`src/rtl/ffba_pkg.sv`:
```
// ----------------------------------------------------------------------------
// First-fit block allocator package
// Shared types, sizes and codes for the first-fit heap block allocator.
// ----------------------------------------------------------------------------
package ffba_pkg;

  localparam int MAX_BLOCKS   = 64;
  localparam int HEAP_BYTES   = 65536;
  localparam int HEADER_BYTES = 40;

  localparam int IDX_W = (MAX_BLOCKS > 1) ? $clog2(MAX_BLOCKS) : 1;
  localparam int CNT_W = $clog2(MAX_BLOCKS + 1);

  localparam logic OP_ALLOC = 1'b0;
  localparam logic OP_FREE  = 1'b1;

  localparam logic [1:0] ST_ALLOCATED = 2'd0;
  localparam logic [1:0] ST_FREED     = 2'd1;
  localparam logic [1:0] ST_NOT_FOUND = 2'd2;
  localparam logic [1:0] ST_NO_SPACE  = 2'd3;

  typedef struct packed {
    logic        opcode;
    logic [15:0] alloc_size;
    logic [15:0] block_address;
  } alloc_req_t;

  typedef struct packed {
    logic [15:0] payload_address;
    logic [1:0]  status;
  } alloc_rsp_t;

  typedef struct packed {
    logic [15:0] start;
    logic [15:0] size;
    logic        is_free;
  } blk_entry_t;

  typedef enum logic [3:0] {
    FSM_IDLE,
    FSM_READ,
    FSM_CHECK,
    FSM_SHIFT_RD,
    FSM_SHIFT_WR,
    FSM_SPLIT_HI,
    FSM_SPLIT_LO,
    FSM_APPEND,
    FSM_DONE
  } fsm_state_t;

endpackage

```
`src/rtl/first_fit_block_allocator_unit.sv`:
```
// ----------------------------------------------------------------------------
// First-fit block allocator unit
// Address-ordered block table with first-fit allocate, split and free.
// ----------------------------------------------------------------------------
// Each request walks the table entries in order, and an allocation that
// splits an entry first moves the entries above it up by one to make room
// for the new entry; the table holds up to 64 entries. The walk and the
// shift both go through the block table, which has one write port and one
// registered read port. The result is held in an output register, so the
// next request can be taken while a finished result still waits.
module first_fit_block_allocator_unit (
  input  logic                clk,
  input  logic                rst_n,
  input  logic                in_valid,
  output logic                in_ready,
  input  ffba_pkg::alloc_req_t in_data,
  output logic                out_valid,
  input  logic                out_ready,
  output ffba_pkg::alloc_rsp_t out_data
);

  localparam int IW = ffba_pkg::IDX_W;
  localparam int CW = ffba_pkg::CNT_W;

  ffba_pkg::blk_entry_t mem [ffba_pkg::MAX_BLOCKS];
  ffba_pkg::blk_entry_t rdata_r;

  logic                 mem_we;
  logic [IW-1:0]        mem_waddr;
  ffba_pkg::blk_entry_t mem_wdata;
  logic [IW-1:0]        mem_raddr;

  ffba_pkg::fsm_state_t state_r, state_nxt;
  ffba_pkg::alloc_req_t req_r, req_nxt;
  logic [CW-1:0]        idx_r, idx_nxt;
  logic [CW-1:0]        sh_r, sh_nxt;
  logic [CW-1:0]        total_r, total_nxt;
  logic [16:0]          top_r, top_nxt;
  logic [15:0]          ent_start_r, ent_start_nxt;
  logic [15:0]          ent_size_r, ent_size_nxt;
  ffba_pkg::alloc_rsp_t res_r, res_nxt;
  ffba_pkg::alloc_rsp_t out_r, out_nxt;
  logic                 out_valid_r, out_valid_nxt;

  logic        walk_end;
  logic [16:0] chk_pay;
  logic        chk_match;
  logic        chk_fit;
  logic        chk_split;
  logic        shift_more;
  logic        shift_first;
  logic [17:0] app_pay;
  logic [17:0] app_top;
  logic        app_full;
  logic        out_free;

  assign walk_end    = (idx_r == total_r);
  assign chk_pay     = {1'b0, rdata_r.start} + 17'(ffba_pkg::HEADER_BYTES);
  assign chk_match   = (chk_pay == {1'b0, req_r.block_address});
  assign chk_fit     = rdata_r.is_free && (req_r.alloc_size <= rdata_r.size);
  assign chk_split   = ({2'b0, rdata_r.size} >=
                        18'(ffba_pkg::HEADER_BYTES) + {2'b0, req_r.alloc_size} + 18'd1)
                       && (total_r < CW'(ffba_pkg::MAX_BLOCKS));
  assign shift_first = (total_r > idx_r + CW'(1));
  assign shift_more  = (sh_r - CW'(1) > idx_r + CW'(1));
  assign app_pay     = {1'b0, top_r} + 18'(ffba_pkg::HEADER_BYTES);
  assign app_top     = app_pay + {2'b0, req_r.alloc_size};
  assign app_full    = (total_r >= CW'(ffba_pkg::MAX_BLOCKS))
                       || (app_top > 18'(ffba_pkg::HEAP_BYTES))
                       || (app_pay > 18'h0FFFF);
  assign out_free    = !out_valid_r || out_ready;

  assign in_ready  = (state_r == ffba_pkg::FSM_IDLE);
  assign out_valid = out_valid_r;
  assign out_data  = out_r;

  always_ff @(posedge clk) begin
    if (mem_we) begin
      mem[mem_waddr] <= mem_wdata;
    end
    rdata_r <= mem[mem_raddr];
  end

  always_comb begin
    state_nxt = state_r;
    case (state_r)
      ffba_pkg::FSM_IDLE: begin
        if (in_valid) begin
          state_nxt = ffba_pkg::FSM_READ;
        end
      end
      ffba_pkg::FSM_READ: begin
        if (!walk_end) begin
          state_nxt = ffba_pkg::FSM_CHECK;
        end else if (req_r.opcode == ffba_pkg::OP_ALLOC) begin
          state_nxt = ffba_pkg::FSM_APPEND;
        end else begin
          state_nxt = ffba_pkg::FSM_DONE;
        end
      end
      ffba_pkg::FSM_CHECK: begin
        if (req_r.opcode == ffba_pkg::OP_FREE) begin
          state_nxt = chk_match ? ffba_pkg::FSM_DONE : ffba_pkg::FSM_READ;
        end else if (!chk_fit) begin
          state_nxt = ffba_pkg::FSM_READ;
        end else if (!chk_split) begin
          state_nxt = ffba_pkg::FSM_DONE;
        end else if (shift_first) begin
          state_nxt = ffba_pkg::FSM_SHIFT_RD;
        end else begin
          state_nxt = ffba_pkg::FSM_SPLIT_HI;
        end
      end
      ffba_pkg::FSM_SHIFT_RD: begin
        state_nxt = ffba_pkg::FSM_SHIFT_WR;
      end
      ffba_pkg::FSM_SHIFT_WR: begin
        state_nxt = shift_more ? ffba_pkg::FSM_SHIFT_RD : ffba_pkg::FSM_SPLIT_HI;
      end
      ffba_pkg::FSM_SPLIT_HI: begin
        state_nxt = ffba_pkg::FSM_SPLIT_LO;
      end
      ffba_pkg::FSM_SPLIT_LO: begin
        state_nxt = ffba_pkg::FSM_DONE;
      end
      ffba_pkg::FSM_APPEND: begin
        state_nxt = ffba_pkg::FSM_DONE;
      end
      ffba_pkg::FSM_DONE: begin
        if (out_free) begin
          state_nxt = ffba_pkg::FSM_IDLE;
        end
      end
      default: begin
        state_nxt = ffba_pkg::FSM_IDLE;
      end
    endcase
  end

  always_comb begin
    mem_we    = 1'b0;
    mem_waddr = idx_r[IW-1:0];
    mem_wdata = '{start: rdata_r.start, size: rdata_r.size, is_free: 1'b0};
    mem_raddr = idx_r[IW-1:0];
    case (state_r)
      ffba_pkg::FSM_CHECK: begin
        if (req_r.opcode == ffba_pkg::OP_FREE) begin
          mem_we    = chk_match;
          mem_wdata = '{start: rdata_r.start, size: rdata_r.size, is_free: 1'b1};
        end else begin
          mem_we = chk_fit && !chk_split;
        end
      end
      ffba_pkg::FSM_SHIFT_RD: begin
        mem_raddr = IW'(sh_r - CW'(1));
      end
      ffba_pkg::FSM_SHIFT_WR: begin
        mem_we    = 1'b1;
        mem_waddr = sh_r[IW-1:0];
        mem_wdata = rdata_r;
      end
      ffba_pkg::FSM_SPLIT_HI: begin
        mem_we    = 1'b1;
        mem_waddr = IW'(idx_r + CW'(1));
        mem_wdata = '{start: ent_start_r + 16'(ffba_pkg::HEADER_BYTES) + req_r.alloc_size,
                      size: ent_size_r - req_r.alloc_size - 16'(ffba_pkg::HEADER_BYTES),
                      is_free: 1'b1};
      end
      ffba_pkg::FSM_SPLIT_LO: begin
        mem_we    = 1'b1;
        mem_wdata = '{start: ent_start_r, size: req_r.alloc_size, is_free: 1'b0};
      end
      ffba_pkg::FSM_APPEND: begin
        mem_we    = !app_full;
        mem_waddr = total_r[IW-1:0];
        mem_wdata = '{start: top_r[15:0], size: req_r.alloc_size, is_free: 1'b0};
      end
      default: begin
        mem_we = 1'b0;
      end
    endcase
  end

  always_comb begin
    req_nxt       = req_r;
    idx_nxt       = idx_r;
    sh_nxt        = sh_r;
    total_nxt     = total_r;
    top_nxt       = top_r;
    ent_start_nxt = ent_start_r;
    ent_size_nxt  = ent_size_r;
    res_nxt       = res_r;
    out_nxt       = out_r;
    out_valid_nxt = out_valid_r && !out_ready;
    case (state_r)
      ffba_pkg::FSM_IDLE: begin
        if (in_valid) begin
          req_nxt = in_data;
          idx_nxt = '0;
        end
      end
      ffba_pkg::FSM_READ: begin
        if (walk_end && req_r.opcode == ffba_pkg::OP_FREE) begin
          res_nxt = '{payload_address: 16'd0, status: ffba_pkg::ST_NOT_FOUND};
        end
      end
      ffba_pkg::FSM_CHECK: begin
        ent_start_nxt = rdata_r.start;
        ent_size_nxt  = rdata_r.size;
        sh_nxt        = total_r;
        if (req_r.opcode == ffba_pkg::OP_FREE) begin
          if (chk_match) begin
            res_nxt = '{payload_address: 16'd0, status: ffba_pkg::ST_FREED};
          end else begin
            idx_nxt = idx_r + CW'(1);
          end
        end else if (chk_fit) begin
          res_nxt = '{payload_address: chk_pay[15:0], status: ffba_pkg::ST_ALLOCATED};
        end else begin
          idx_nxt = idx_r + CW'(1);
        end
      end
      ffba_pkg::FSM_SHIFT_WR: begin
        sh_nxt = sh_r - CW'(1);
      end
      ffba_pkg::FSM_SPLIT_LO: begin
        total_nxt = total_r + CW'(1);
      end
      ffba_pkg::FSM_APPEND: begin
        if (app_full) begin
          res_nxt = '{payload_address: 16'd0, status: ffba_pkg::ST_NO_SPACE};
        end else begin
          res_nxt   = '{payload_address: app_pay[15:0], status: ffba_pkg::ST_ALLOCATED};
          total_nxt = total_r + CW'(1);
          top_nxt   = app_top[16:0];
        end
      end
      ffba_pkg::FSM_DONE: begin
        if (out_free) begin
          out_nxt       = res_r;
          out_valid_nxt = 1'b1;
        end
      end
      default: begin
        res_nxt = res_r;
      end
    endcase
  end

  always_ff @(posedge clk) begin
    if (!rst_n) begin
      state_r     <= ffba_pkg::FSM_IDLE;
      total_r     <= '0;
      top_r       <= '0;
      out_valid_r <= 1'b0;
    end else begin
      state_r     <= state_nxt;
      total_r     <= total_nxt;
      top_r       <= top_nxt;
      out_valid_r <= out_valid_nxt;
    end
  end

  always_ff @(posedge clk) begin
    req_r       <= req_nxt;
    idx_r       <= idx_nxt;
    sh_r        <= sh_nxt;
    ent_start_r <= ent_start_nxt;
    ent_size_r  <= ent_size_nxt;
    res_r       <= res_nxt;
    out_r       <= out_nxt;
  end

`ifndef SYNTHESIS
  a_total_bound: assert property (@(posedge clk) disable iff (!rst_n)
    total_r <= CW'(ffba_pkg::MAX_BLOCKS))
    else $error("block count exceeds table size");

  a_total_mono: assert property (@(posedge clk) disable iff (!rst_n)
    $past(rst_n) |-> (total_r == $past(total_r)) || (total_r == $past(total_r) + CW'(1)))
    else $error("block count changed by other than one");

  a_top_append: assert property (@(posedge clk) disable iff (!rst_n)
    $past(rst_n) && (top_r != $past(top_r)) |-> $past(state_r == ffba_pkg::FSM_APPEND))
    else $error("heap top moved outside of an append");

  a_out_load: assert property (@(posedge clk) disable iff (!rst_n)
    $past(rst_n) && $rose(out_valid_r) |-> $past(state_r == ffba_pkg::FSM_DONE))
    else $error("result presented without a completed request");
`endif

endmodule

```
`config.mk`:
```
export PLATFORM = sky130hd
export DESIGN_NAME = first_fit_block_allocator_unit
export DESIGN_NICKNAME = d
export VERILOG_FILES = /design/src/rtl/ffba_pkg.sv /design/src/rtl/first_fit_block_allocator_unit.sv
export SDC_FILE = /design/constraint.sdc
export NUM_CORES = 2
export LEC_CHECK = 0
export BUFFER_PORTS_ARGS = -buffer_cell sky130_fd_sc_hd__buf_2
export CAP_MARGIN = 20
export CORE_UTILIZATION = 55
export CTS_CLUSTER_DIAMETER = 200
export DETAILED_ROUTE_END_ITERATION = 10
export PLACE_DENSITY = 0.76
export SYNTH_ARGS = -nofsm -noshare
export SYNTH_HDL_FRONTEND = slang
export SYNTH_SLANG_ARGS = --single-unit
```
`constraint.sdc`:
```
create_clock -name clk -period 7.19 [get_ports clk]
set_input_delay 1.438 -clock clk [delete_from_list [all_inputs] [get_ports clk]]
set_output_delay 1.438 -clock clk [all_outputs]
set_load 0.1 [all_outputs]
```
[Yosys cells after proc, flatten, opt, wreduce, memory -nomap -nowiden]
Memories as Yosys holds them, arrays and structs flattened. A register that Yosys moved wholly into a read port is not among the register bits.
Cells that the tools add are included.
Operators by class
  eq/ne operators: 18
  bitwise operators: 1
  multipliers: 0
  reduce and logical (&&, ||, !) cells: 26
  div/mod/pow operators: 0
  mux-type cells: 35
  order comparisons: 8
  shift operators: 0
  add/sub/neg operators: 12
Operators by type and width (number)
  $pmux W33 S5: 1
  $mux W18: 5
  $pmux W18 S3: 1
  $pmux W7 S2: 3
  $mux W7: 5
  $mux W4: 8
  $pmux W4 S8: 1
  $add A17 B1 Y18 const B: 1
  $add A17 B6 Y18 const B: 1
  $add A18 B16 Y18: 1
  $ge A16 B18 Y1: 1
  $gt A18 B16 Y1 const B: 1
  $gt A18 B17 Y1 const B: 1
  $pmux W6 S3: 1
  $add A16 B6 Y17 const B: 1
  $add A6 B16 Y17 const A: 1
  $eq A17 B16 Y1: 1
  $add A16 B16 Y16: 1
  $add A16 B6 Y16 const B: 1
  $eq A4 B3 Y1 const B: 4
  $le A16 B16 Y1: 1
  $sub A16 B16 Y16: 1
  $sub A16 B6 Y16 const B: 1
  $add A7 B1 Y7 const B: 2
  other kinds (25): 55
Storage, ports and cells
  bits of input ports: 37
  memory bits (writable): 2112
  output and inout port bits: 20
  ROM bits: 0
  bits in registers: 144
  latch bits: 0
  logic and storage cells: 116
  memories kept: 1
Memory list
  mem: words 64, width 33, read ports 1, clocked after memory_dff 1, wr ports 1, RTL line first_fit_block_allocator_unit.sv:25  | ffba_pkg::blk_entry_t mem [ffba_pkg::MAX_BLOCKS];

[Logic depth before layout (Yosys ltp)]
  depth in word-level cells: 10
  mapped depth: 19
  gate-level depth less buffers: 18

[Worst setup path before layout]
No wires, ideal clock.
  kind: flip-flop to flip-flop
  from: register req_r[18] (netlist name)
  to: memory mem[43][0] (netlist name) (enable)
  period minus slack after synthesis: 6.055 ns
  setup time: 0.423 ns
  required time: 6.767 ns
  data arrival time: 5.631 ns
  path buffers: 1
  slack: 1.135 ns
  stages on the path, launching flop included: 20
  path through: edfxtp_1 > inv_1 > nor3_1 > o21ai_0 > and2_1 > nor3b_1 > nand3_1 > xor2_1 > ha_1 > a21o_1 > a211o_1 > a2111oi_0 > o211ai_1 > a221oi_1 > a311o_1 > a31oi_1 > o21ai_1 > nand4_1 > clkbuf_1 > nor2_1
On the way
  cells in the longest elaborated chain, start to end: 10
  elaborated cells on any way between the ends: 17
  those cells by class: add/sub: 3; order compare: 3; mux: 4; reduce/logical: 7
Ends and longest elaborated chain
  from (decl): RTL line first_fit_block_allocator_unit.sv:34  | ffba_pkg::alloc_req_t req_r, req_nxt;
  from (signal assigned): RTL line first_fit_block_allocator_unit.sv:265  | req_r <= req_nxt;
  $add A6 B16 Y17: RTL line first_fit_block_allocator_unit.sv:62  | 18'(ffba_pkg::HEADER_BYTES) + {2'b0, req_r.alloc_size} + 18'd1)
  $add A17 B1 Y18: RTL line first_fit_block_allocator_unit.sv:62
  $ge A16 B18 Y1: RTL line first_fit_block_allocator_unit.sv:61  | assign chk_split = ({2'b0, rdata_r.size} >=
  $logic_and A1 B1 Y1: RTL line first_fit_block_allocator_unit.sv:63  | && (total_r < CW'(ffba_pkg::MAX_BLOCKS));
  $logic_not A1 Y1: RTL line first_fit_block_allocator_unit.sv:151  | mem_we = chk_fit && !chk_split;
  $logic_and A1 B1 Y1: RTL line first_fit_block_allocator_unit.sv:151
  $mux W1: RTL line first_fit_block_allocator_unit.sv:147  | if (req_r.opcode == ffba_pkg::OP_FREE) begin
  $pmux W1 S3 (*): RTL line first_fit_block_allocator_unit.sv:145  | case (state_r)
  $mux W1 (*): RTL line first_fit_block_allocator_unit.sv:78  | if (mem_we) begin
  $mux W1 (implied by the code) (*): RTL line first_fit_block_allocator_unit.sv:79  | mem[mem_waddr] <= mem_wdata;
  to (decl): RTL line first_fit_block_allocator_unit.sv:25
Every way passes the cells marked *; elsewhere a longest branch is shown, timed or not.

[Worst setup path in the final report]
  from: register req_r[18] (netlist name)
  to: memory mem[38][24] (netlist name) (enable)
The elaborated chain is that of the path after synthesis.

==> key figures <==
Synthesis
  – Mapped Avg Cell Area: approximately 13 µm²
  – Syn Std Cell Area: about 96000 µm²
  – Area leader, netlist: edfxtp_1
  – Syn nets: ~7800
  – #FFs+latches synth: 2289
  – Post-synth top flop: edfxtp_1
  – Synth area leaders: edfxtp_1 (70%), nand2_1 (8.8%), a311oi_1 (3.3%), nand3_1 (2.9%), clkbuf_1 (1.9%)
  – Area share of the largest cell type after synthesis: a little over two thirds
  – Synth Warn #: 0
  – Cell count after synthesis: 7594
  – Post-synth ARST share: 0%
  – EDFF count, synth: 2227
  – Synth unique cells: 75
  – Sequential-to-total area share from yosys stat: 71.3%

Critical path
  – Crit end category: register
  – Startpoint class of the critical path: register
  – Worst reg2reg endpoint: mem[38][24]
  – R2r setup slk: 0.59 ns
  – CP Buf/Inv Count: 4
  – CP endpoint: mem[38][24]
  – Crit-path most repeated cell: buf_4
  – Worst-case reg-to-reg path depth: 21
  – Crit path depth: 21
  – Crit path arrival time: between 7 and 8 ns
  – Top delay family on crit path: compound AO/OA/AOI/OAI gates
  – Slowest-stage cell, CP: nor3b_1
  – Worst EP required: around 7.7 ns
  – Crit Path Class: reg -> reg
  – Critical Path Max Stage Delay: just over 0.5 ns
  – R2R Path Start: req_r[18]
  – Critical path fanouts, max: 33
  – Worst-path cell chain: inv_1, nor3_1, o21ai_0, and2_1, nor3b_1, nand3_1, xor2_1, ha_1, a21o_1, a211o_1, a2111oi_0, o211ai_1, a221oi_1, a311o_1, a31oi_1, o21ai_1, nand4_1, buf_4, buf_4, nor2_4, buf_4
  – Crit path from: req_r[18]

STA
  – Final setup TNS: 0 ns
  – Hold slack final: 0.421 ns
  – Crit share post-route: around nine tenths
  – # setup viols final: 0
  – Slew Limit Fails: 0
  – Final hold violation count: 0
  – Clock Skews: between 0.05 and 0.06 ns
  – Slew margin rel.: ~15%
  – Worst slew pin tran: 1.27 ns
  – Fmax: about 150 MHz
  – Min Tclk post-route: roughly 6.6 ns
  – RSZ-0062 raised after global routing: no

Detailed routing
  – # DRC: 0
  – WL final: 278 mm
  – Via density: roughly 6.5
  – Vias: 65200
  – Antenna-violating nets left: 0
  – Initial detailed-routing violation count: 10100
  – Drt pass-1 iters: 9
  – Avg WL per Cell: 27.6 µm

Placed design
  – Placed Instance Area: 99800 µm²
  – Input/output buffers: 56
  – Final Wtd Congestion: 0.998
  – Post-detail-place hpwl: about 170 mm

Clock tree
  – CTS sink count: approximately 2300
  – CTS Hold Bufs: 0
  – CTS Buffer Depth: 3
  – Postcts setup bufs: 0
  – TritonCTS Buffers: roughly 220
  – CTS tree: done
  – H-tree depth: 4
  – Clock slew at reported path FFs: roughly 0.060 ns
  – Cts repair resizes: 0
  – Root Buffer: clkbuf_16
  – Clk_lat worst skew: just over 0.9 ns

Final layout
  – Most common cell after layout, fill and taps aside: nand2_1
  – Multi-input combinational cell area: between 20000 and 30000 µm²
  – Share of cells above drive strength 1: 9.08%
  – Area Overhead vs Synth: 11.9%
  – Final nets: between 7000 and 8000
  – Register area: between 60000 and 70000 µm²
  – Fin area: between 100000 and 150000 µm²
  – Most frequent cells in the layout: nand2_1 (2236), edfxtp_1 (2227), nand3_1 (561)
  – Final core occ: between 60 and 70%
  – Fillers: roughly 12000

Global routing
  – Initial antenna violation count: 8
  – Total GRT Usage: 31.3%
  – Number of global-route vias before repair: slightly above 60000
  – GRT overflow: 0
  – First-pass GRT wire length: about 400 mm
  – Pin count of the biggest net entering global routing: between 150 and 200

Floorplanning
  – Cell Rows: around 150
  – Die Width: between 400 and 500 µm
  – Die Ht: ~420 µm
  – Die ar.: 175000 µm²
  – CORE AREA: between 150000 and 200000 µm²
  – Initial cell density of the core: 55.5%
  – Top-level port count: 57

Job
  – Max Cap Violations: 0

Outcome
  – Status: finished, final reports clean

Power
  – Peak VDD IR: between 0.0002 and 0.0003 V
  – Pwr Density: roughly 300 nW/µm²
  – Static Leakage: 37.0 nW
  – Total power: between 0.03 and 0.04 W

Hold path
  – Min-Delay Path Class: reg -> reg
## flip-flops by register name, summed over array words and instances (netlist names)
name / count
mem: 2112
rdata_r: 33
req_r: 33
out_data: 18
res_r: 18
top_r: 17
ent_size_r: 16
ent_start_r: 16
idx_r: 7
sh_r: 7
total_r: 7
state_r: 4
out_valid: 1
## stage by stage
step	instances	setup WS, ns
floorplan	7594	1.14
global placement	9659	0.808
detailed placement	9659	0.756
CTS	10100	0.734
global route	10100	0.325
finish	10100	0.594
## where the power goes
group | switching (W) | internal [W] | total (W)
Combinational | 0.00376 | 0.00103 | 0.00478
Sequential | 0.000173 | 0.0156 | 0.0158
Clock | 0.00507 | 0.00634 | 0.0114
Total | 0.00899 | 0.0230 | 0.0320
## cells in the mapped netlist, drive strengths merged (46+ instances only)
| library cell | instances |
|---|---|
| a211oi | 107 |
| a21oi | 146 |
| a311oi | 365 |
| a31oi | 173 |
| and3 | 278 |
| clkbuf | 478 |
| dfxtp | 62 |
| edfxtp | 2227 |
| ha | 128 |
| inv | 102 |
| nand2 | 2236 |
| nand3 | 561 |
| nor2 | 151 |
| o21ai | 68 |
| xnor2 | 57 |
| xor2 | 46 |
## layer usage
metal | vias to the layer above | GRT usage (%) | routed length [µm]
li1 | 28100 | - | -
met5 | - | 0 | 99
met3 | 850 | 7.08 | 32700
met4 | 10 | 20.1 | 19700
met2 | 4489 | 48.0 | 127000
met1 | 31700 | 40.5 | 98100
## final cells by class
| type | instances | area share (%) |
|---|---|---|
| Inverter | 104 | 0.365 |
| Timing Repair Buffer | 273 | 2.19 |
| Clock buffer | 267 | 5.30 |
| Tap cell | 2310 | 2.70 |
| Sequential cell | 2289 | 63.7 |
| Antenna cell | 4 | 0.00936 |
| Clock inverter | 142 | 1.35 |
| Multi-Input combinational cell | 4688 | 24.4 |
## worst min-delay path by stage
stage / startpoint / to / slack [ns] / cells past startpoint
after CTS: res_r[1] / out_data[1] / 0.42 / 0
after detailed placement: res_r[14] / out_data[14] / 0.40 / 0
final: res_r[1] / out_data[1] / 0.42 / 0
after global routing: res_r[14] / out_data[14] / 0.43 / 0
after floorplan: res_r[0] / out_data[0] / 0.40 / 0
after global placement: res_r[15] / out_data[15] / 0.40 / 0
## logic make-up (layout without fill, tap and decap cells)
kind of cell / after synthesis / in the layout / share of synthesized area (%)
buf+inv: 617 / 786 / 2.45
other cells: 0 / 4 / 0
simple gates: 3367 / 3367 / 15.1
fa+ha+maj: 131 / 131 / 1.74
xor+xnor: 103 / 103 / 0.944
mux: 33 / 33 / 0.352
compound gates: 1054 / 1054 / 8.16
flops: 2289 / 2289 / 71.3
No activity file was read; power rests on OpenSTA's default activity.
